## src/rtl/k_way_sorted_merge_top_defines.svh

```systemverilog
// Assertion macros shared by the merge RTL.
`ifndef K_WAY_SORTED_MERGE_TOP_DEFINES_SVH
`define K_WAY_SORTED_MERGE_TOP_DEFINES_SVH

// Same-cycle implication, disabled while reset is low.
`define KWM_ASSERT_NOW(label, clk, rst_n, ante, cons, msg) \
  label: assert property (@(posedge clk) disable iff (!rst_n) (ante) |-> (cons)) \
    else $error(msg);

// Next-cycle implication, disabled while reset is low.
`define KWM_ASSERT_NEXT(label, clk, rst_n, ante, cons, msg) \
  label: assert property (@(posedge clk) disable iff (!rst_n) (ante) |=> (cons)) \
    else $error(msg);

`endif

```

## src/rtl/kwm_pkg.sv

```systemverilog
// Types, constants and codes shared by the k-way merge RTL.
package kwm_pkg;

  // Default sizes.
  localparam int NUM_LISTS_DEF   = 8;
  localparam int VALUE_WIDTH_DEF = 16;

  // Configuration register width and reset value.
  localparam int              CFG_W        = 4;
  localparam logic [CFG_W-1:0] ACTIVE_RESET = 4'd8;

  // Result kind codes.
  localparam logic KIND_VALUE = 1'b0;
  localparam logic KIND_END   = 1'b1;

  // Sequencer states.
  typedef enum logic [1:0] {
    ST_IDLE,
    ST_SWEEP,
    ST_DECIDE
  } state_t;

  // Commands from the sequencer to every cell.
  typedef struct packed {
    logic load;       // an input transaction is being written
    logic has_value;  // the item carries a value
    logic list_end;   // the item closes its list
    logic pop;        // the selected head is emitted
    logic clear_all;  // end of merge: clear every flag
  } ctrl_t;

  // Flags carried by the search token along the chain.
  typedef struct packed {
    logic ready;       // every active open list holds a head
    logic found;       // at least one active head seen
    logic two;         // at least two active heads seen
    logic all_closed;  // every active list is closed
    logic best_closed; // list holding the current minimum is closed
  } flags_t;

endpackage

```

## src/rtl/kwm_if.sv

```systemverilog
// Channel interfaces of the k-way merge: input items, results and configuration.
interface kwm_in_if #(
  parameter int LIST_W  = 3,
  parameter int VALUE_W = 16
);
  logic                      valid;
  logic                      ready;
  logic [LIST_W-1:0]         list_index;
  logic                      has_value;
  logic signed [VALUE_W-1:0] sample_value;
  logic                      list_end;

  modport source (output valid, list_index, has_value, sample_value, list_end,
                  input ready);
  modport sink (input valid, list_index, has_value, sample_value, list_end,
                output ready);
endinterface

interface kwm_out_if #(
  parameter int LIST_W  = 3,
  parameter int VALUE_W = 16
);
  logic                      valid;
  logic                      ready;
  logic                      kind;
  logic signed [VALUE_W-1:0] merged_value;
  logic [LIST_W-1:0]         source_list;
  logic                      run_last;

  modport source (output valid, kind, merged_value, source_list, run_last,
                  input ready);
  modport sink (input valid, kind, merged_value, source_list, run_last,
                output ready);
endinterface

interface kwm_cfg_if;
  logic                       valid;
  logic                       ready;
  logic [kwm_pkg::CFG_W-1:0]  data;

  modport source (output valid, data, input ready);
  modport sink (input valid, data, output ready);
endinterface

```

## src/rtl/kwm_cell.sv

```systemverilog
// One list slot of the merge chain: head storage, flags and one search step.
module kwm_cell #(
  parameter int NUM_LISTS   = kwm_pkg::NUM_LISTS_DEF,
  parameter int VALUE_WIDTH = kwm_pkg::VALUE_WIDTH_DEF,
  parameter int IDX         = 0,
  localparam int LIST_W     = $clog2(NUM_LISTS),
  localparam int LC_W       = $clog2(NUM_LISTS + 1)
) (
  input  logic                          clk,
  input  logic                          rst_n,
  input  kwm_pkg::ctrl_t                ctrl,
  input  logic [LIST_W-1:0]             sel_idx,
  input  logic signed [VALUE_WIDTH-1:0] load_value,
  input  logic [LC_W-1:0]               k_eff,
  input  kwm_pkg::flags_t               tok_f_in,
  input  logic signed [VALUE_WIDTH-1:0] tok_v_in,
  input  logic [LIST_W-1:0]             tok_i_in,
  output kwm_pkg::flags_t               tok_f_out,
  output logic signed [VALUE_WIDTH-1:0] tok_v_out,
  output logic [LIST_W-1:0]             tok_i_out
);

  logic                          present_r, present_nxt;
  logic                          closed_r, closed_nxt;
  logic signed [VALUE_WIDTH-1:0] head_r;
  kwm_pkg::flags_t               tok_f_r, tok_f_nxt;
  logic signed [VALUE_WIDTH-1:0] tok_v_r, tok_v_nxt;
  logic [LIST_W-1:0]             tok_i_r, tok_i_nxt;
  logic                          active;
  logic                          hit;
  logic                          load_ok;

  assign active  = LC_W'(IDX) < k_eff;
  assign hit     = sel_idx == LIST_W'(IDX);
  assign load_ok = ctrl.load && hit && active && !present_r && !closed_r;

  // Flag updates: the end marker clears all, an emission frees the slot, a load sets them.
  always_comb begin
    present_nxt = present_r;
    closed_nxt  = closed_r;
    if (ctrl.clear_all) begin
      present_nxt = 1'b0;
      closed_nxt  = 1'b0;
    end else if (ctrl.pop && hit) begin
      present_nxt = 1'b0;
    end else if (load_ok) begin
      if (ctrl.has_value) present_nxt = 1'b1;
      if (ctrl.list_end) closed_nxt = 1'b1;
    end
  end

  always_ff @(posedge clk) begin
    if (!rst_n) begin
      present_r <= 1'b0;
      closed_r  <= 1'b0;
    end else begin
      present_r <= present_nxt;
      closed_r  <= closed_nxt;
    end
  end

  // Head value needs no reset; it is only read while present.
  always_ff @(posedge clk) begin
    if (load_ok && ctrl.has_value) begin
      head_r <= load_value;
    end
  end

  // Search step: fold this slot into the token passing along the chain.
  // A strictly smaller value wins, so ties stay with the lower index.
  always_comb begin
    tok_f_nxt = tok_f_in;
    tok_v_nxt = tok_v_in;
    tok_i_nxt = tok_i_in;
    if (active) begin
      tok_f_nxt.ready      = tok_f_in.ready && (closed_r || present_r);
      tok_f_nxt.all_closed = tok_f_in.all_closed && closed_r;
      if (present_r) begin
        tok_f_nxt.found = 1'b1;
        tok_f_nxt.two   = tok_f_in.two || tok_f_in.found;
        if (!tok_f_in.found || (head_r < tok_v_in)) begin
          tok_v_nxt             = head_r;
          tok_i_nxt             = LIST_W'(IDX);
          tok_f_nxt.best_closed = closed_r;
        end
      end
    end
  end

  // Token register towards the next cell.
  always_ff @(posedge clk) begin
    tok_f_r <= tok_f_nxt;
    tok_v_r <= tok_v_nxt;
    tok_i_r <= tok_i_nxt;
  end

  assign tok_f_out = tok_f_r;
  assign tok_v_out = tok_v_r;
  assign tok_i_out = tok_i_r;

endmodule

```

## src/rtl/k_way_sorted_merge_top.sv

```systemverilog
// Top level of the k-way sorted merge: cell chain, sequencer, output register.
//
//  Channel  | Direction | Payload
//  ---------+-----------+----------------------------------------------------
//  in_ch    | sink      | list_index, has_value, sample_value, list_end
//  out_ch   | source    | kind, merged_value, source_list, run_last
//  cfg_ch   | sink      | data = active_lists (always ready)
//
// Each search passes a token through the NUM_LISTS cells, one per cycle, and
// then a decision step acts on the token that leaves the last cell. An item
// runs one search per result; an item that emits nothing still needs one
// search.
// Reset is synchronous and clears all flags; head values are not cleared.
// A stalled output holds the decision step; a new transaction is taken only
// once the previous item's searches are finished.
`include "k_way_sorted_merge_top_defines.svh"

module k_way_sorted_merge_top #(
  parameter int NUM_LISTS   = kwm_pkg::NUM_LISTS_DEF,
  parameter int VALUE_WIDTH = kwm_pkg::VALUE_WIDTH_DEF
) (
  input  logic       clk,
  input  logic       rst_n,
  kwm_in_if.sink     in_ch,
  kwm_out_if.source  out_ch,
  kwm_cfg_if.sink    cfg_ch
);

  localparam int LIST_W = $clog2(NUM_LISTS);
  localparam int LC_W   = $clog2(NUM_LISTS + 1);
  localparam int CNT_W  = $clog2(NUM_LISTS);

  kwm_pkg::state_t               state_r, state_nxt;
  logic [CNT_W-1:0]              sweep_cnt_r, sweep_cnt_nxt;
  logic [kwm_pkg::CFG_W-1:0]     active_lists_r;
  logic [LC_W-1:0]               k_eff;
  kwm_pkg::ctrl_t                ctrl;
  logic [LIST_W-1:0]             sel_idx;

  kwm_pkg::flags_t               tok_f [0:NUM_LISTS];
  logic signed [VALUE_WIDTH-1:0] tok_v [0:NUM_LISTS];
  logic [LIST_W-1:0]             tok_i [0:NUM_LISTS];

  logic                          out_valid_r;
  logic                          out_kind_r;
  logic signed [VALUE_WIDTH-1:0] out_value_r;
  logic [LIST_W-1:0]             out_src_r;
  logic                          out_last_r;

  logic                          emit_val;
  logic                          emit_end;
  logic                          out_free;
  logic                          out_load;
  logic                          load_last;

  // Configuration register, written whenever its channel offers data.
  assign cfg_ch.ready = 1'b1;

  always_ff @(posedge clk) begin
    if (!rst_n) begin
      active_lists_r <= kwm_pkg::ACTIVE_RESET;
    end else if (cfg_ch.valid) begin
      active_lists_r <= cfg_ch.data;
    end
  end

  // Effective list count: zero acts as one, large values saturate.
  always_comb begin
    if (active_lists_r == '0) begin
      k_eff = LC_W'(1);
    end else if (32'(active_lists_r) > NUM_LISTS) begin
      k_eff = LC_W'(NUM_LISTS);
    end else begin
      k_eff = LC_W'(active_lists_r);
    end
  end

  // Fresh search token entering the first cell.
  assign tok_f[0] = '{ready: 1'b1, found: 1'b0, two: 1'b0, all_closed: 1'b1,
                      best_closed: 1'b0};
  assign tok_v[0] = '0;
  assign tok_i[0] = '0;

  // The chain of list cells.
  for (genvar g = 0; g < NUM_LISTS; g++) begin : g_cell
    kwm_cell #(
      .NUM_LISTS  (NUM_LISTS),
      .VALUE_WIDTH(VALUE_WIDTH),
      .IDX        (g)
    ) u_cell (
      .clk       (clk),
      .rst_n     (rst_n),
      .ctrl      (ctrl),
      .sel_idx   (sel_idx),
      .load_value(in_ch.sample_value),
      .k_eff     (k_eff),
      .tok_f_in  (tok_f[g]),
      .tok_v_in  (tok_v[g]),
      .tok_i_in  (tok_i[g]),
      .tok_f_out (tok_f[g+1]),
      .tok_v_out (tok_v[g+1]),
      .tok_i_out (tok_i[g+1])
    );
  end

  // Decision on the token that has left the last cell.
  assign emit_val = tok_f[NUM_LISTS].ready && tok_f[NUM_LISTS].found;
  assign emit_end = tok_f[NUM_LISTS].all_closed && !tok_f[NUM_LISTS].found;
  assign out_free = !out_valid_r || out_ch.ready;

  // After popping an open list the cascade stops; after a closed one it goes
  // on if another head waits or the end marker follows.
  assign load_last = !tok_f[NUM_LISTS].best_closed ||
                     (!tok_f[NUM_LISTS].two && !tok_f[NUM_LISTS].all_closed);

  // Sequencer: next state and cell commands.
  always_comb begin
    state_nxt      = state_r;
    sweep_cnt_nxt  = sweep_cnt_r;
    ctrl           = '0;
    ctrl.has_value = in_ch.has_value;
    ctrl.list_end  = in_ch.list_end;
    sel_idx        = in_ch.list_index;
    in_ch.ready    = 1'b0;
    out_load       = 1'b0;
    unique case (state_r)
      kwm_pkg::ST_IDLE: begin
        in_ch.ready = 1'b1;
        if (in_ch.valid) begin
          ctrl.load     = 1'b1;
          sweep_cnt_nxt = '0;
          state_nxt     = kwm_pkg::ST_SWEEP;
        end
      end
      kwm_pkg::ST_SWEEP: begin
        if (sweep_cnt_r == CNT_W'(NUM_LISTS - 1)) begin
          state_nxt = kwm_pkg::ST_DECIDE;
        end else begin
          sweep_cnt_nxt = sweep_cnt_r + 1'b1;
        end
      end
      kwm_pkg::ST_DECIDE: begin
        sel_idx = tok_i[NUM_LISTS];
        if (!emit_val && !emit_end) begin
          state_nxt = kwm_pkg::ST_IDLE;
        end else if (out_free) begin
          out_load = 1'b1;
          if (emit_val) begin
            ctrl.pop      = 1'b1;
            sweep_cnt_nxt = '0;
            state_nxt     = load_last ? kwm_pkg::ST_IDLE : kwm_pkg::ST_SWEEP;
          end else begin
            ctrl.clear_all = 1'b1;
            state_nxt      = kwm_pkg::ST_IDLE;
          end
        end
      end
      default: begin
        state_nxt = kwm_pkg::ST_IDLE;
      end
    endcase
  end

  always_ff @(posedge clk) begin
    if (!rst_n) begin
      state_r     <= kwm_pkg::ST_IDLE;
      sweep_cnt_r <= '0;
    end else begin
      state_r     <= state_nxt;
      sweep_cnt_r <= sweep_cnt_nxt;
    end
  end

  // Output register: valid flag under reset, payload loaded on a decision.
  always_ff @(posedge clk) begin
    if (!rst_n) begin
      out_valid_r <= 1'b0;
    end else if (out_load) begin
      out_valid_r <= 1'b1;
    end else if (out_ch.ready) begin
      out_valid_r <= 1'b0;
    end
  end

  always_ff @(posedge clk) begin
    if (out_load) begin
      if (emit_val) begin
        out_kind_r  <= kwm_pkg::KIND_VALUE;
        out_value_r <= tok_v[NUM_LISTS];
        out_src_r   <= tok_i[NUM_LISTS];
        out_last_r  <= load_last;
      end else begin
        out_kind_r  <= kwm_pkg::KIND_END;
        out_value_r <= '0;
        out_src_r   <= '0;
        out_last_r  <= 1'b1;
      end
    end
  end

  assign out_ch.valid        = out_valid_r;
  assign out_ch.kind         = out_kind_r;
  assign out_ch.merged_value = out_value_r;
  assign out_ch.source_list  = out_src_r;
  assign out_ch.run_last     = out_last_r;

  // Checks on the sequencer and the output register.
  `KWM_ASSERT_NOW(a_load_into_free, clk, rst_n, out_load,
                  !out_valid_r || out_ch.ready, "output register overwritten while stalled")
  `KWM_ASSERT_NOW(a_end_is_last, clk, rst_n, out_valid_r && out_kind_r == kwm_pkg::KIND_END,
                  out_last_r, "end marker without run_last")
  `KWM_ASSERT_NEXT(a_end_to_idle, clk, rst_n, out_load && emit_end,
                   state_r == kwm_pkg::ST_IDLE, "end marker did not finish the item")
  `KWM_ASSERT_NOW(a_cnt_bound, clk, rst_n, state_r == kwm_pkg::ST_SWEEP,
                  sweep_cnt_r <= CNT_W'(NUM_LISTS - 1), "sweep counter out of range")

endmodule
```

## src/flat_wrapper.sv

```systemverilog
// flat-port wrapper written by rule: the top's interface ports become plain ports
module k_way_sorted_merge_top_flat 
#(
  parameter int NUM_LISTS   = kwm_pkg::NUM_LISTS_DEF,
  parameter int VALUE_WIDTH = kwm_pkg::VALUE_WIDTH_DEF
)
  (clk, rst_n, in_ch_valid, in_ch_list_index, in_ch_has_value, in_ch_sample_value, in_ch_list_end, in_ch_ready, out_ch_valid, out_ch_kind, out_ch_merged_value, out_ch_source_list, out_ch_run_last, out_ch_ready, cfg_ch_valid, cfg_ch_data, cfg_ch_ready);
  kwm_in_if in_ch_i ();
  kwm_out_if out_ch_i ();
  kwm_cfg_if cfg_ch_i ();
  input  logic clk;
  input  logic rst_n;
  input wire logic [$bits(in_ch_i.valid)-1:0] in_ch_valid;
  input wire logic [$bits(in_ch_i.list_index)-1:0] in_ch_list_index;
  input wire logic [$bits(in_ch_i.has_value)-1:0] in_ch_has_value;
  input wire logic [$bits(in_ch_i.sample_value)-1:0] in_ch_sample_value;
  input wire logic [$bits(in_ch_i.list_end)-1:0] in_ch_list_end;
  output wire logic [$bits(in_ch_i.ready)-1:0] in_ch_ready;
  output wire logic [$bits(out_ch_i.valid)-1:0] out_ch_valid;
  output wire logic [$bits(out_ch_i.kind)-1:0] out_ch_kind;
  output wire logic [$bits(out_ch_i.merged_value)-1:0] out_ch_merged_value;
  output wire logic [$bits(out_ch_i.source_list)-1:0] out_ch_source_list;
  output wire logic [$bits(out_ch_i.run_last)-1:0] out_ch_run_last;
  input wire logic [$bits(out_ch_i.ready)-1:0] out_ch_ready;
  input wire logic [$bits(cfg_ch_i.valid)-1:0] cfg_ch_valid;
  input wire logic [$bits(cfg_ch_i.data)-1:0] cfg_ch_data;
  output wire logic [$bits(cfg_ch_i.ready)-1:0] cfg_ch_ready;
  assign in_ch_i.valid = in_ch_valid;
  assign in_ch_i.list_index = in_ch_list_index;
  assign in_ch_i.has_value = in_ch_has_value;
  assign in_ch_i.sample_value = in_ch_sample_value;
  assign in_ch_i.list_end = in_ch_list_end;
  assign in_ch_ready = in_ch_i.ready;
  assign out_ch_valid = out_ch_i.valid;
  assign out_ch_kind = out_ch_i.kind;
  assign out_ch_merged_value = out_ch_i.merged_value;
  assign out_ch_source_list = out_ch_i.source_list;
  assign out_ch_run_last = out_ch_i.run_last;
  assign out_ch_i.ready = out_ch_ready;
  assign cfg_ch_i.valid = cfg_ch_valid;
  assign cfg_ch_i.data = cfg_ch_data;
  assign cfg_ch_ready = cfg_ch_i.ready;
  k_way_sorted_merge_top #(.NUM_LISTS(NUM_LISTS), .VALUE_WIDTH(VALUE_WIDTH)) u_core (.clk(clk), .rst_n(rst_n), .in_ch(in_ch_i), .out_ch(out_ch_i), .cfg_ch(cfg_ch_i));
endmodule
```

## config.mk

```make
export PLATFORM = sky130hd
export DESIGN_NAME = k_way_sorted_merge_top_flat
export DESIGN_NICKNAME = d
export VERILOG_FILES = /design/src/rtl/kwm_pkg.sv /design/src/rtl/kwm_if.sv /design/src/rtl/kwm_cell.sv /design/src/rtl/k_way_sorted_merge_top.sv /design/src/flat_wrapper.sv
export VERILOG_INCLUDE_DIRS = /design/src /design/src/rtl
export SDC_FILE = /design/constraint.sdc
export NUM_CORES = 1
export LEC_CHECK = 0
export ABC_AREA = 1
export BUFFER_PORTS_ARGS = -buffer_cell sky130_fd_sc_hd__buf_2
export CAP_MARGIN = 20
export CORE_MARGIN = 1.5
export CORE_UTILIZATION = 30
export DETAILED_ROUTE_END_ITERATION = 10
export SYNTH_ARGS = -nofsm -noshare
export SYNTH_HDL_FRONTEND = slang
export SYNTH_HIERARCHICAL = 1
export SYNTH_SLANG_ARGS = --single-unit
```

## constraint.sdc

```tcl
create_clock -name clk -period 3.6 [get_ports clk]
set_clock_uncertainty 0.05 [all_clocks]
set_input_delay 0.72 -clock clk [delete_from_list [all_inputs] [get_ports clk]]
set_output_delay 0.72 -clock clk [all_outputs]
set_load 0.01 [all_outputs]
```

==> Word level (Yosys, flattened, before mapping) <==
Index checks and enable logic that the tools add are counted.
{ "word_totals": {"out_inout_bits": 24, "word_cells": 382, "regBits": 364} }
{ "op_classes": {"n_eq_ne": 17, "n_addsub": 1, "n_reduce_logical": 154, "bitwise_logic": 9, "mux": 98, "magnitude_cmp": 16} }
{ "op_table": {"columns": ["operator", "n"], "rows": [
  ["$mux 16", 21],
  ["$lt 16x16->1", 7],
  ["$mux 3", 24],
  ["$logic_and 1x1->1", 66],
  ["$mux 5", 7],
  ["$mux 2", 16],
  ["$logic_not 1->1", 30],
  ["$reduce_and 3->1", 9],
  ["$mux 1", 26],
  ["$logic_or 1x1->1", 24],
  ["$reduce_or 3->1", 8],
  ["$reduce_and 2->1", 10],
  ["$lt 3x4->1 const A", 4],
  ["$eq 3x3->1 const B", 5],
  ["$not 1->1", 9],
  ["$pmux 3 s3", 1],
  ["$lt 1x4->1 const A", 2],
  ["$lt 2x4->1 const A", 2],
  ["$mux 4", 2],
  ["$eq 3x2->1 const B", 2],
  ["$ne 2x1->1 const B", 3],
  ["$ne 2x2->1 const B", 3],
  ["$pmux 2 s3", 1],
  ["$reduce_and 6->1", 1],
  ["12 further kinds", 12]
]} }

==> Depth between registers and ports, before layout <==
Gate-level depths: netlist of the first run.
{ "depth": {"ltp_word": 9, "ltp_mapped": 16, "ltp_nobuf": 15} }

==> Modules after synthesis <==
Netlist of the first run, hierarchy kept.
{ "modules_own_cells": {"columns": ["mod", "n_inst", "seq_area_each_um2", "area_per_inst_um2", "cells_per_inst"], "rows": [
  ["kwm_cell (u_core.g_cell[4].u_cell)", 1, 1001.0, 1915.6, 200],
  ["kwm_cell (u_core.g_cell[6].u_cell)", 1, 1001.0, 1884.3, 195],
  ["kwm_cell (u_core.g_cell[5].u_cell)", 1, 1001.0, 1880.6, 198],
  ["kwm_cell (u_core.g_cell[3].u_cell)", 1, 1001.0, 1864.3, 194],
  ["kwm_cell (u_core.g_cell[2].u_cell)", 1, 1001.0, 1839.3, 195],
  ["kwm_cell (u_core.g_cell[1].u_cell)", 1, 1001.0, 1818.0, 196],
  ["kwm_cell (u_core.g_cell[0].u_cell)", 1, 1001.0, 1813.0, 194],
  ["kwm_cell (u_core.g_cell[7].u_cell)", 1, 1001.0, 1808.0, 197],
  ["k_way_sorted_merge_top", 1, 830.8, 1397.6, 158]
]} }

==> Worst setup path before layout of the first run <==
OpenSTA, ideal clock, no wires.
{ "synth_timing": {"path_kind": "register to register", "startpoint": "register u_core.state_r[1]", "endpoint": "register u_core.g_cell[2].u_cell.head_r[0] (enable)", "setup_time_ns": 0.415, "required_time_ns": 3.135, "slack_ns": 0.397, "arrival_time_ns": 2.738, "n_path_buf": 0, "path_stages_with_launch": 6, "cell_sequence": "dfxtp_1 > nand2_4 > o21ai_0 > nor3b_1 > nand2_1 > nor3b_1"} }
{ "synth_between": {"elab_chain_cells": 8, "elab_cells_between_ends": 10} }
{ "synth_lines": {"columns": ["element", "line_no", "text"], "rows": [
  ["start, declared", "k_way_sorted_merge_top.sv:33", "kwm_pkg::state_t state_r, state_nxt;"],
  ["start signal, assigned", "k_way_sorted_merge_top.sv:166", "state_r <= kwm_pkg::ST_IDLE;"],
  ["start signal, assigned", "k_way_sorted_merge_top.sv:169", "state_r <= state_nxt;"],
  ["$eq 2x2->1", "k_way_sorted_merge_top.sv:126", "unique case (state_r)"],
  ["$mux 3", "k_way_sorted_merge_top.sv:126", null],
  ["named net u_core.sel_idx[1]", "k_way_sorted_merge_top.sv:38", "logic [LIST_W-1:0] sel_idx;"],
  ["$eq 3x2->1", "kwm_cell.sv:34", "assign hit = sel_idx == LIST_W'(IDX);"],
  ["$logic_and 1x1->1 (4 in a row)", "kwm_cell.sv:35", "assign load_ok = ctrl.load && hit && active && !present_r && !closed_r;"],
  ["$logic_and 1x1->1", "kwm_cell.sv:64", "if (load_ok && ctrl.has_value) begin"],
  ["end signal, assigned", "kwm_cell.sv:65", "head_r <= load_value;"],
  ["end, declared", "kwm_cell.sv:25", "logic signed [VALUE_WIDTH-1:0] head_r;"]
]} }
The timed path passes the listed nets, and every way through them passes these cells.
A chain may end at the register's enable or synchronous reset.

==> Worst setup path in the final report of the first run <==
{ "layout_timing": {"startpoint": "register u_core.g_cell[1].u_cell.head_r[5]", "endpoint": "register u_core.g_cell[1].u_cell.tok_v_r[5]"} }
{ "layout_between": {"elab_chain_cells": 5} }
{ "layout_lines": {"columns": ["element", "line_no", "text"], "rows": [
  ["start, declared", "kwm_cell.sv:25", null],
  ["start signal, assigned", "kwm_cell.sv:65", null],
  ["$lt 16x16->1", "kwm_cell.sv:81", "if (!tok_f_in.found || (head_r < tok_v_in)) begin"],
  ["$logic_or 1x1->1", "kwm_cell.sv:81", null],
  ["$mux 16 *", "kwm_cell.sv:81", null],
  ["$mux 16 *", "kwm_cell.sv:78", "if (present_r) begin"],
  ["$mux 16 *", "kwm_cell.sv:75", "if (active) begin"],
  ["named net u_core.g_cell[1].u_cell.tok_v_nxt[5]", "kwm_cell.sv:27", "logic signed [VALUE_WIDTH-1:0] tok_v_r, tok_v_nxt;"],
  ["end signal, assigned", "kwm_cell.sv:93", "tok_v_r <= tok_v_nxt;"],
  ["end, declared", "kwm_cell.sv:27", null]
]} }
The timed path passes the listed nets; every way through them passes the cells marked *.

==> results of run 1 <==
[metal layers]
metal	part of all wire (%)	track usage [%]	wire length [um]
met5	0	0	0
met4	2.4	3.85	737
met3	3.7	1.89	1160
met2	48	20.7	14900
met1	46	13.5	14200
[cells in the mapped netlist (3+ instances only)]
cell type  number
ha_1          122
a21oi_1        68
inv_2           3
nand2_1       429
o21ai_0        19
nand2_8         3
nand3_1       149
nand3_4         4
buf_12          4
nand2_4         5
inv_1         259
o21a_1          3
a21boi_0       15
a21boi_1        3
and2_1          3
nor2_1         88
buf_2           5
buf_4          11
dfxtp_1       218
edfxtp_1      149
o21bai_1       14
or2_2           3
nand3b_1        8
nor3b_1         7
buf_6           8
nand3_2        16
clkbuf_1        9
nor3_1         10
nand4_1         8
nand2_2        54
nor3_2          7
a211oi_1        5
[flip-flops by register name, summed over array words and instances (netlist names)]
name / cells
u_core/active_lists_r: 4
u_core/out_ch.source_list: 3
u_core/out_ch.valid: 1
u_core/out_ch.run_last: 1
u_core/out_ch.kind: 1
u_core/g_cell.u_cell/tok_f_out: 40
u_core/g_cell.u_cell/head_r: 128
u_core/out_ch.merged_value: 16
u_core/g_cell.u_cell/present_r: 8
u_core/sweep_cnt_r: 3
u_core/g_cell.u_cell/closed_r: 8
u_core/g_cell.u_cell/tok_i_out: 24
u_core/g_cell.u_cell/tok_v_out: 128
u_core/state_r: 2
[cells by family after synthesis]
logic type | synth area share, %
adder cells (fa/ha/maj) | 9.41
AND/OR/NAND/NOR | 23.0
AO/OA/AOI/OAI | 4.88
other | 0.0463
flip-flops | 54.5
buffers and inverters | 8.15
[area by class of cell]
class	count	area share [%]
clock buffer	56	5.94
clock inverter	15	0.526
inverter	263	5.32
multi-input combinational	1097	33.6
sequential	367	47.6
tap	696	4.69
timing repair buffer	73	2.24
[worst paths after layout]
| kind | startpoint | endpoint | slack [ns] |
|---|---|---|---|
| setup / recovery | u_core/g_cell[1].u_cell/head_r[5] | u_core/g_cell[1].u_cell/tok_v_out[5] | 1.15 |
| hold / removal | cfg_ch_data[3] | u_core/active_lists_r[3] | 0.36 |
| setup reg to reg | u_core/g_cell[1].u_cell/head_r[5] | u_core/g_cell[1].u_cell/tok_v_out[5] | 1.15 |
| hold reg to reg | u_core/g_cell[0].u_cell/tok_f_out[1] | u_core/g_cell[1].u_cell/tok_f_out[1] | 0.36 |
[power groups by stage]
stage	logic (mW)	clock network, mW	registers, mW
final	0.726	3.72	4.61
after global routing	0.850	4.00	4.63
after CTS	0.732	3.84	4.61
after detailed placement	0.726	0	4.70
after global placement	0.692	0	4.69
after floorplan	0.564	0	4.67
[tightest hold or removal path, delay by kind of cell]
family	cells	cell delay [ns]
AND/OR/NAND/NOR	2	0.10
buffers and inverters	1	0.08
[layout by cell type, fill, tap and decap left out, types with 42 or more instances in the layout]
master / netlist / routed
nand2_1: 429 / 429
inv_1: 259 / 259
dfxtp_1: 218 / 218
nand3_1: 149 / 149
edfxtp_1: 149 / 149
ha_1: 122 / 122
nor2_1: 88 / 87
a21oi_1: 68 / 68
nand2_2: 54 / 54
buf_2: 5 / 53
conb_1: 2 / 42
==> out/qor.yml, run 1 <==
drtIter0Drc: 526
drc: 0
dr.pass1.iters: 5
p_seq_share_pct: 50.9
required_ns: 4.02
clkTransAtPathRegs_ns: 0.06
clk_path_buf_depth: 3
syn_area_per_cell_um2: 9.39
final_hold_viol_count: 0
cp.arrival_ns: 2.87
rows: 85
cts_tree: "built"
grt_use_total_pct: 11.4
switchingPower_mw: 2.08
fillers: 5374
async_flop_share_pct: 0
setup_ws_ns: 1.15
path_delay_family: "simple AND/OR/NAND/NOR gates"
clk_latency_ns: 0.52
rsz0062_at_grt: "no"
cellPowerDensity_nw_per_um2: 488
intPower_mw: 6.97
root_buffer: "clkbuf_16"
netlist-cell-type-count: 45
slew_viol_final: 0
hold_buffers: 0
final_area_um2: 18600
post-synth-top-area-fraction_pct: 27.6
initial_core_util_pct: 30.3
place_congestion: 0.811
areaGrowthSynthToFinish_pct: 14.4
ir_worst_vdd_uv: 280
post-cts-setup-buffer-count: 0
h-tree-depth: 2
die_x_um: 236
final_nets: 1993
drt_wl_total_um: 31000
synth-seq-cells: 367
setup_violations: 0
startpoint_type: "flip-flop"
critPathMaxStageDelay_ns: 0.44
synth_edf_count: 149
ys.warnings.count: 6
grt_pass1_wl_um: 52100
core_area_um2: 53600
stdcell_count: 2567
cp.depth: 12
cts_buffers: 39
finalPower_mw: 9.06
placed_area_um2: 17400
timing.fmax_mhz: 408
critical_path_buf_inv_count: 0
synthCells: 1727
ys_seq_area_share_pct: 54.5
hpwl_um: 24200
combPwrFrac_pct: 8.0
vias: 10855
critPathKind: "reg -> reg"
ctsResizeCount: 0
maxCapViolCount: 0
die-area_um2: 55500
final_util_pct: 34.6
via_per_inst: 4.23
end_kind: "flip-flop"
holdWs_ns: 0.356
routedWlPerCell_um: 12.1
cp_max_fo: 20
tns_ns: 0
fin_crit_sh_pct: 68.1
reg2regPathDepth: 12
clockPowerShare_pct: 41.1
period_minus_slack_ns: 2.45
ff_latch_area_um2: 8840
status: "finished clean"
synth_area_leaders: "edfxtp_1 28%, dfxtp_1 27%, nand2_1 9.9%"
ant_nets: 0
hold_depth: 3
post-place-ws_ns: 1.05
grt_max_degree: 23
antenna_found_initial: 0
hp-class: "in -> reg"
cts.sinks: 367
cp_cell_sequence: "ha_1, a21oi_1, nor2_1, nor3_2, nand2_1, nand2_1, nand2_1, nand2_1, nand3_2, nand2_2, nand2_1, nand2_1"
io_buffers: 52
place_inst: 2496
overflow: 0
syn_area_um2: 16200
slew_headroom_pct: 48.5
p_leak_nw: 8.55
crit_top_cell: "nand2_1"
synth-main-ff-cell: "dfxtp_1"
drive_gt1_share_pct: 12.5
switching_share_pct: 23.0
fp.dieH_um: 236
multi_input_area_um2: 6240
ios: 54
worst_pin_slew_ns: 0.771
synth_area_leader_cell: "edfxtp_1"
slowest_stage: "nand2_2"
first_global_vias: 10996
antenna_cells: 0
Power figures use the tool's default switching activity.
==> run 2: changes to the inputs <==
clock period = 2.4 ns   (was 3.6 ns; I/O delays follow)
==> run 2 against run 1 <==
Compared with the run above: fmax up 8.8%; routed wire length up 1.8%; combinational power up 56%; worst hold slack worse by 0.22 ns; critical path depth up 1; total power up 55%; non-clock buffer count up 17; die area unchanged; flip-flop and latch count unchanged; clock power up 62%; via count up 2.2%; cell count up 0.62%; largest power group unchanged.
==> out/qor.yml, run 2 (same netlist as run 1, synthesis figures left out) <==
status: "finished clean"
place_inst: 2513  # +0.68%
hp-class: "in -> reg"
place_congestion: 0.790  # -2.6%
rsz0062_at_grt: "no"
h-tree-depth: 2  # unchanged
tns_ns: 0  # unchanged
drc: 0  # unchanged
switchingPower_mw: 3.14  # +51%
antenna_cells: 0  # unchanged
crit_path_start: "u_core/state_r[0]"
timing.fmax_mhz: 443  # +8.8%
layout_common_cells: "429 x nand2_1, 259 x inv_1, 218 x dfxtp_1, 149 x nand3_1, 149 x edfxtp_1"
clkTransAtPathRegs_ns: 0.06  # about the same
overflow: 0  # unchanged
min_to: "u_core/active_lists_r[3]"
root_buffer: "clkbuf_16"
r2r-start: "u_core/state_r[0]"
fin_crit_sh_pct: 94.0  # +26 points
cts.sinks: 367  # unchanged
drt_wl_total_um: 31600  # +1.8%
die_x_um: 236  # unchanged
rows: 85  # unchanged
drive_gt1_share_pct: 13.9  # +1.4 points
drt-met1-wl_um: 14800  # +4.6%
r2r_end: "u_core/g_cell[0].u_cell/present_r"
routedWlPerCell_um: 12.2  # +1.2%
grt_pass1_wl_um: 52900  # +1.5%
placed_area_um2: 17600  # +1.6%
final_util_pct: 35.4  # +0.75 points
reg2regPathDepth: 13  # +1
via_per_inst: 4.30  # +1.6%
intPower_mw: 10.9  # +57%
hold_depth: 3  # unchanged
p_seq_share_pct: 49.1  # -1.8 points
clk_path_buf_depth: 3  # unchanged
slew_viol_final: 0  # unchanged
antenna_found_initial: 0  # unchanged
p_leak_nw: 8.73  # +2.1%
clk_latency_ns: 0.53  # about the same
io_buffers: 52  # unchanged
slowest_stage: "dfxtp_1"
startpoint_type: "flip-flop"
slew_headroom_pct: 61.1  # +13 points
hold_buffers: 0  # unchanged
first_global_vias: 11246  # +2.3%
areaGrowthSynthToFinish_pct: 16.8
ios: 54  # unchanged
grt_max_degree: 22  # -4.3%
dr.pass1.iters: 5  # unchanged
crit_top_cell: "buf_4"
clockPowerShare_pct: 42.8  # +1.7 points
cp_cell_sequence: "inv_2, nand2_4, nand2_1, o21ai_0, buf_4, buf_4, nor3_1, buf_4, nand2_1, nor3b_4, buf_12, nor2_1, a211oi_1"
wl_met3_um: 1330  # +15%
end_kind: "flip-flop"
initial_core_util_pct: 30.3  # unchanged
core_area_um2: 53600  # unchanged
stdcell_count: 2583  # +0.62%
critPathMaxStageDelay_ns: 0.32  # -0.12 ns
required_ns: 2.78  # -1.24 ns
rrSetupSlack_ns: 0.15  # -1.00 ns
hpwl_um: 24700  # +2.0%
ant_nets: 0  # unchanged
vias: 11098  # +2.2%
worst_pin_slew_ns: 0.584  # -0.188 ns
final_area_um2: 19000  # +2.2%
post-cts-setup-buffer-count: 0  # unchanged
maxCapViolCount: 0  # unchanged
post-place-ws_ns: -0.0863  # -1.14 ns
cellPowerDensity_nw_per_um2: 743  # +52%
critPathKind: "reg -> reg"
hold_start: "cfg_ch_data[3]"
final_common_cell: "nand2_1"
fp.dieH_um: 236  # unchanged
final_hold_viol_count: 0  # unchanged
cts_tree: "built"
finalPower_mw: 14.1  # +55%
cp_max_fo: 17  # -15%
routed-wl-met2_um: 14600  # -2.0%
setup_violations: 0  # unchanged
drtIter0Drc: 419  # -20%
setup_ws_ns: 0.145  # -1.00 ns
grt_use_total_pct: 11.5  # +0.084 points
ir_worst_vdd_uv: 453  # +62%
holdWs_ns: 0.139  # -0.217 ns
combPwrFrac_pct: 8.1  # about the same
cts_buffers: 39  # unchanged
die-area_um2: 55500  # unchanged
switching_share_pct: 22.3  # -0.71 points
highest_layer: "met4"
period_minus_slack_ns: 2.25  # -0.198 ns
final_nets: 2010  # +0.85%
cp.arrival_ns: 2.63  # -0.24 ns
run 2: power by group through the flow:
stage	Combinational, mW	Sequential (mW)	Clock (mW)
after floorplan	0.855	7.00	0
after global placement	1.07	7.04	0
after detailed placement	1.13	7.05	0
after CTS	1.14	6.91	6.23
after global routing	1.32	6.94	6.47
final	1.13	6.91	6.03
run 2: area by class of cell:
cell class                      instances  area (um^2)
Clock inverter                         12          168
Clock buffer                           58         1150
Inverter                              263          987
Tap cell                              696          871
Multi-Input combinational cell       1097         6290
Fill cell                            5310        34700
Timing Repair Buffer                   90          646
Sequential cell                       367         8840
run 2: how the worst max path moves through the flow:
stage / endpoint / slack, ns / cells past startpoint
global route: u_core/g_cell[0].u_cell/present_r / 0.001 / 13
global placement: u_core/g_cell[1].u_cell/head_r[9] / -0.09 / 8
detailed placement: u_core/g_cell[1].u_cell/head_r[11] / -0.09 / 8
floorplan: u_core/g_cell[2].u_cell/head_r[0] / -0.02 / 5
finish: u_core/g_cell[0].u_cell/present_r / 0.15 / 13
CTS: u_core/g_cell[5].u_cell/head_r[6] / 0.05 / 8
run 2: worst max-delay path, delay by kind of cell (launching register included):
kind | cells | cell delay [ns]
AO/OA/AOI/OAI | 2 | 0.28
buffers and inverters | 5 | 0.76
flip-flops | 1 | 0.32
AND/OR/NAND/NOR | 6 | 0.76
run 2: what timing repair did:
item                                    in CTS  in global routing
resized for setup                            1                  2
endpoints found under the setup margin      17                 41
endpoints found under the hold margin        0                  0
run 2: per-layer routing:
layer / vias to the layer above / GRT usage (%)
li1: 5797 / -
met1: 5022 / 14.5
met2: 217 / 19.5
met3: 62 / 2.09
met4: 0 / 4.13
met5: - / 0
==> run 3: changes to the inputs <==
==> constraint.sdc (replaced) <==
create_clock -name clk -period 2.4 [get_ports clk]
set_clock_uncertainty 0.05 [all_clocks]
set_input_delay 0.36 -clock clk [delete_from_list [all_inputs] [get_ports clk]]
set_output_delay 0.36 -clock clk [all_outputs]
set_load 0.01 [all_outputs]
==> run 3 against run 2 <==
Compared with the run above: register-to-register slack gained 0.03 ns; routed wire length shrank 0.55%; clock power shrank 7.8%; sequential power is essentially flat; critical endpoint is now u_core/g_cell[1].u_cell/head_r[11].
==> out/qor.yml, run 3 (same netlist as run 1, synthesis figures left out) <==
ir_worst_vdd_uv: 409  # -9.7%
slew_viol_final: 0  # unchanged
first_global_vias: 11123  # -1.1%
areaGrowthSynthToFinish_pct: 16.5
min_to: "u_core/active_lists_r[0]"
maxCapViolCount: 0  # unchanged
end_kind: "flip-flop"
final_common_cell: "nand2_1"
final_hold_viol_count: 0  # unchanged
cp.arrival_ns: 2.41  # -0.22 ns
stdcell_count: 2586  # +0.12%
setup_violations: 0  # unchanged
ios: 54  # unchanged
r2r-start: "u_core/state_r[0]"
io_buffers: 52  # unchanged
die_x_um: 236  # unchanged
place_inst: 2515  # +0.080%
place_congestion: 0.785  # -0.61%
slew_headroom_pct: 62.8  # +1.7 points
dr.pass1.iters: 6  # +1
cts_buffers: 38  # -2.6%
overflow: 0  # unchanged
antenna_cells: 0  # unchanged
r2r_end: "u_core/g_cell[1].u_cell/head_r[11]"
rsz0062_at_grt: "no"
hpwl_um: 24600  # -0.41%
initial_core_util_pct: 30.3  # unchanged
routedWlPerCell_um: 12.1  # -0.66%
cts_tree: "built"
cellPowerDensity_nw_per_um2: 720  # -3.0%
cts.sinks: 367  # unchanged
final_util_pct: 35.2  # -0.11 points
post-cts-setup-buffer-count: 0  # unchanged
ant_nets: 0  # unchanged
grt_pass1_wl_um: 52200  # -1.3%
required_ns: 2.59  # -0.19 ns
timing.fmax_mhz: 449  # +1.2%
critPathKind: "reg -> reg"
cp_max_fo: 17  # unchanged
grt_max_degree: 22  # unchanged
hold_depth: 3  # unchanged
fp.dieH_um: 236  # unchanged
reg2regPathDepth: 11  # -2
drtIter0Drc: 554  # +32%
final_nets: 2013  # +0.15%
gr-usage-met3_pct: 2.06  # -0.023 points
vias: 10958  # -1.3%
period_minus_slack_ns: 2.23  # -0.0263 ns
die-area_um2: 55500  # unchanged
clkTransAtPathRegs_ns: 0.06  # about the same
p_leak_nw: 8.69  # -0.52%
hold_start: "cfg_ch_data[0]"
layout_common_cells: "429 x nand2_1, 259 x inv_1, 218 x dfxtp_1, 149 x nand3_1, 149 x edfxtp_1"
grt_use_total_pct: 11.4  # -0.077 points
use_met2_pct: 18.9  # -0.59 points
fin_crit_sh_pct: 92.9  # -1.1 points
clk_path_buf_depth: 3  # unchanged
antenna_found_initial: 0  # unchanged
root_buffer: "clkbuf_16"
worst_pin_slew_ns: 0.558  # -0.0262 ns
core_area_um2: 53600  # unchanged
rows: 85  # unchanged
use_met1_pct: 14.8  # +0.31 points
rrSetupSlack_ns: 0.17  # +0.03 ns
drc: 0  # unchanged
gr-max-usage-layer: "met2"
clk_latency_ns: 0.53  # about the same
startpoint_type: "flip-flop"
drt_wl_total_um: 31400  # -0.55%
via_per_inst: 4.24  # -1.4%
hp-class: "in -> reg"
status: "finished clean"
h-tree-depth: 2  # unchanged
drive_gt1_share_pct: 13.9  # +0.031 points
## run 3: cell type report
type / instances / area (um^2)
Sequential cell: 367 / 8840
Tap cell: 696 / 871
Fill cell: 5362 / 34700
Multi-Input combinational cell: 1097 / 6310
Clock inverter: 17 / 119
Timing Repair Buffer: 94 / 693
Inverter: 263 / 987
Clock buffer: 52 / 1070
## run 3: worst max path at each step
stage / startpoint / end / slack, ns / cells after the start
after global placement: u_core/state_r[0] / u_core/g_cell[0].u_cell/head_r[11] / -0.07 / 10
final: u_core/state_r[0] / u_core/g_cell[1].u_cell/head_r[11] / 0.17 / 11
after detailed placement: u_core/state_r[0] / u_core/g_cell[0].u_cell/head_r[11] / -0.03 / 10
after global routing: u_core/state_r[0] / u_core/g_cell[1].u_cell/present_r / 0.007 / 13
after floorplan: u_core/state_r[1] / u_core/g_cell[2].u_cell/head_r[0] / -0.02 / 5
after CTS: u_core/state_r[0] / u_core/g_cell[1].u_cell/head_r[5] / 0.02 / 10
## run 3: repair_timing
action	in CTS	in global routing
hold buffers	2	0
resized for setup	2	5
endpoints found under the setup margin	34	44
pin swaps	0	0
hold endpoints to repair	1	0
## run 3: worst max-delay path, stage by stage (launching register included)
cell	delay, ns
dfxtp_1	0.32
inv_2	0.09
nand2_4	0.09
nand2_1	0.06
o21ai_0	0.07
buf_4	0.16
buf_4	0.16
nor3b_4	0.25
buf_4	0.16
nand2_1	0.08
nor3b_4	0.23
buf_12	0.18
## run 3: layer usage
layer / share of wire (%) / up-vias
met1: 48 / 4897
li1: - / 5804
met2: 45 / 201
met5: 0 / -
met3: 4.1 / 56
met4: 2.3 / 0
## run 3: power breakdown
| group | internal (mW) | total (mW) | switching [mW] |
|---|---|---|---|
| clock network | 3.25 | 5.56 | 2.31 |
| registers | 6.77 | 6.91 | 0.142 |
| logic | 0.429 | 1.14 | 0.709 |
## run 3: per-stage QoR
step           cell area, um^2  hold WS [ns]  TNS, ns  power (mW)  setup slack [ns]
5_1_grt                  18900        0.0968        0        14.2           0.00686
3_3_place_gp             17600         0.351    -1.18        8.11           -0.0723
6_report                 18900        0.0989        0        13.6             0.171
4_1_cts                  18900        0.0821        0        13.8            0.0226
3_5_place_dp             17600         0.349   -0.840        8.17           -0.0338
2_1_floorplan            16400         0.332   -0.717        7.85           -0.0243
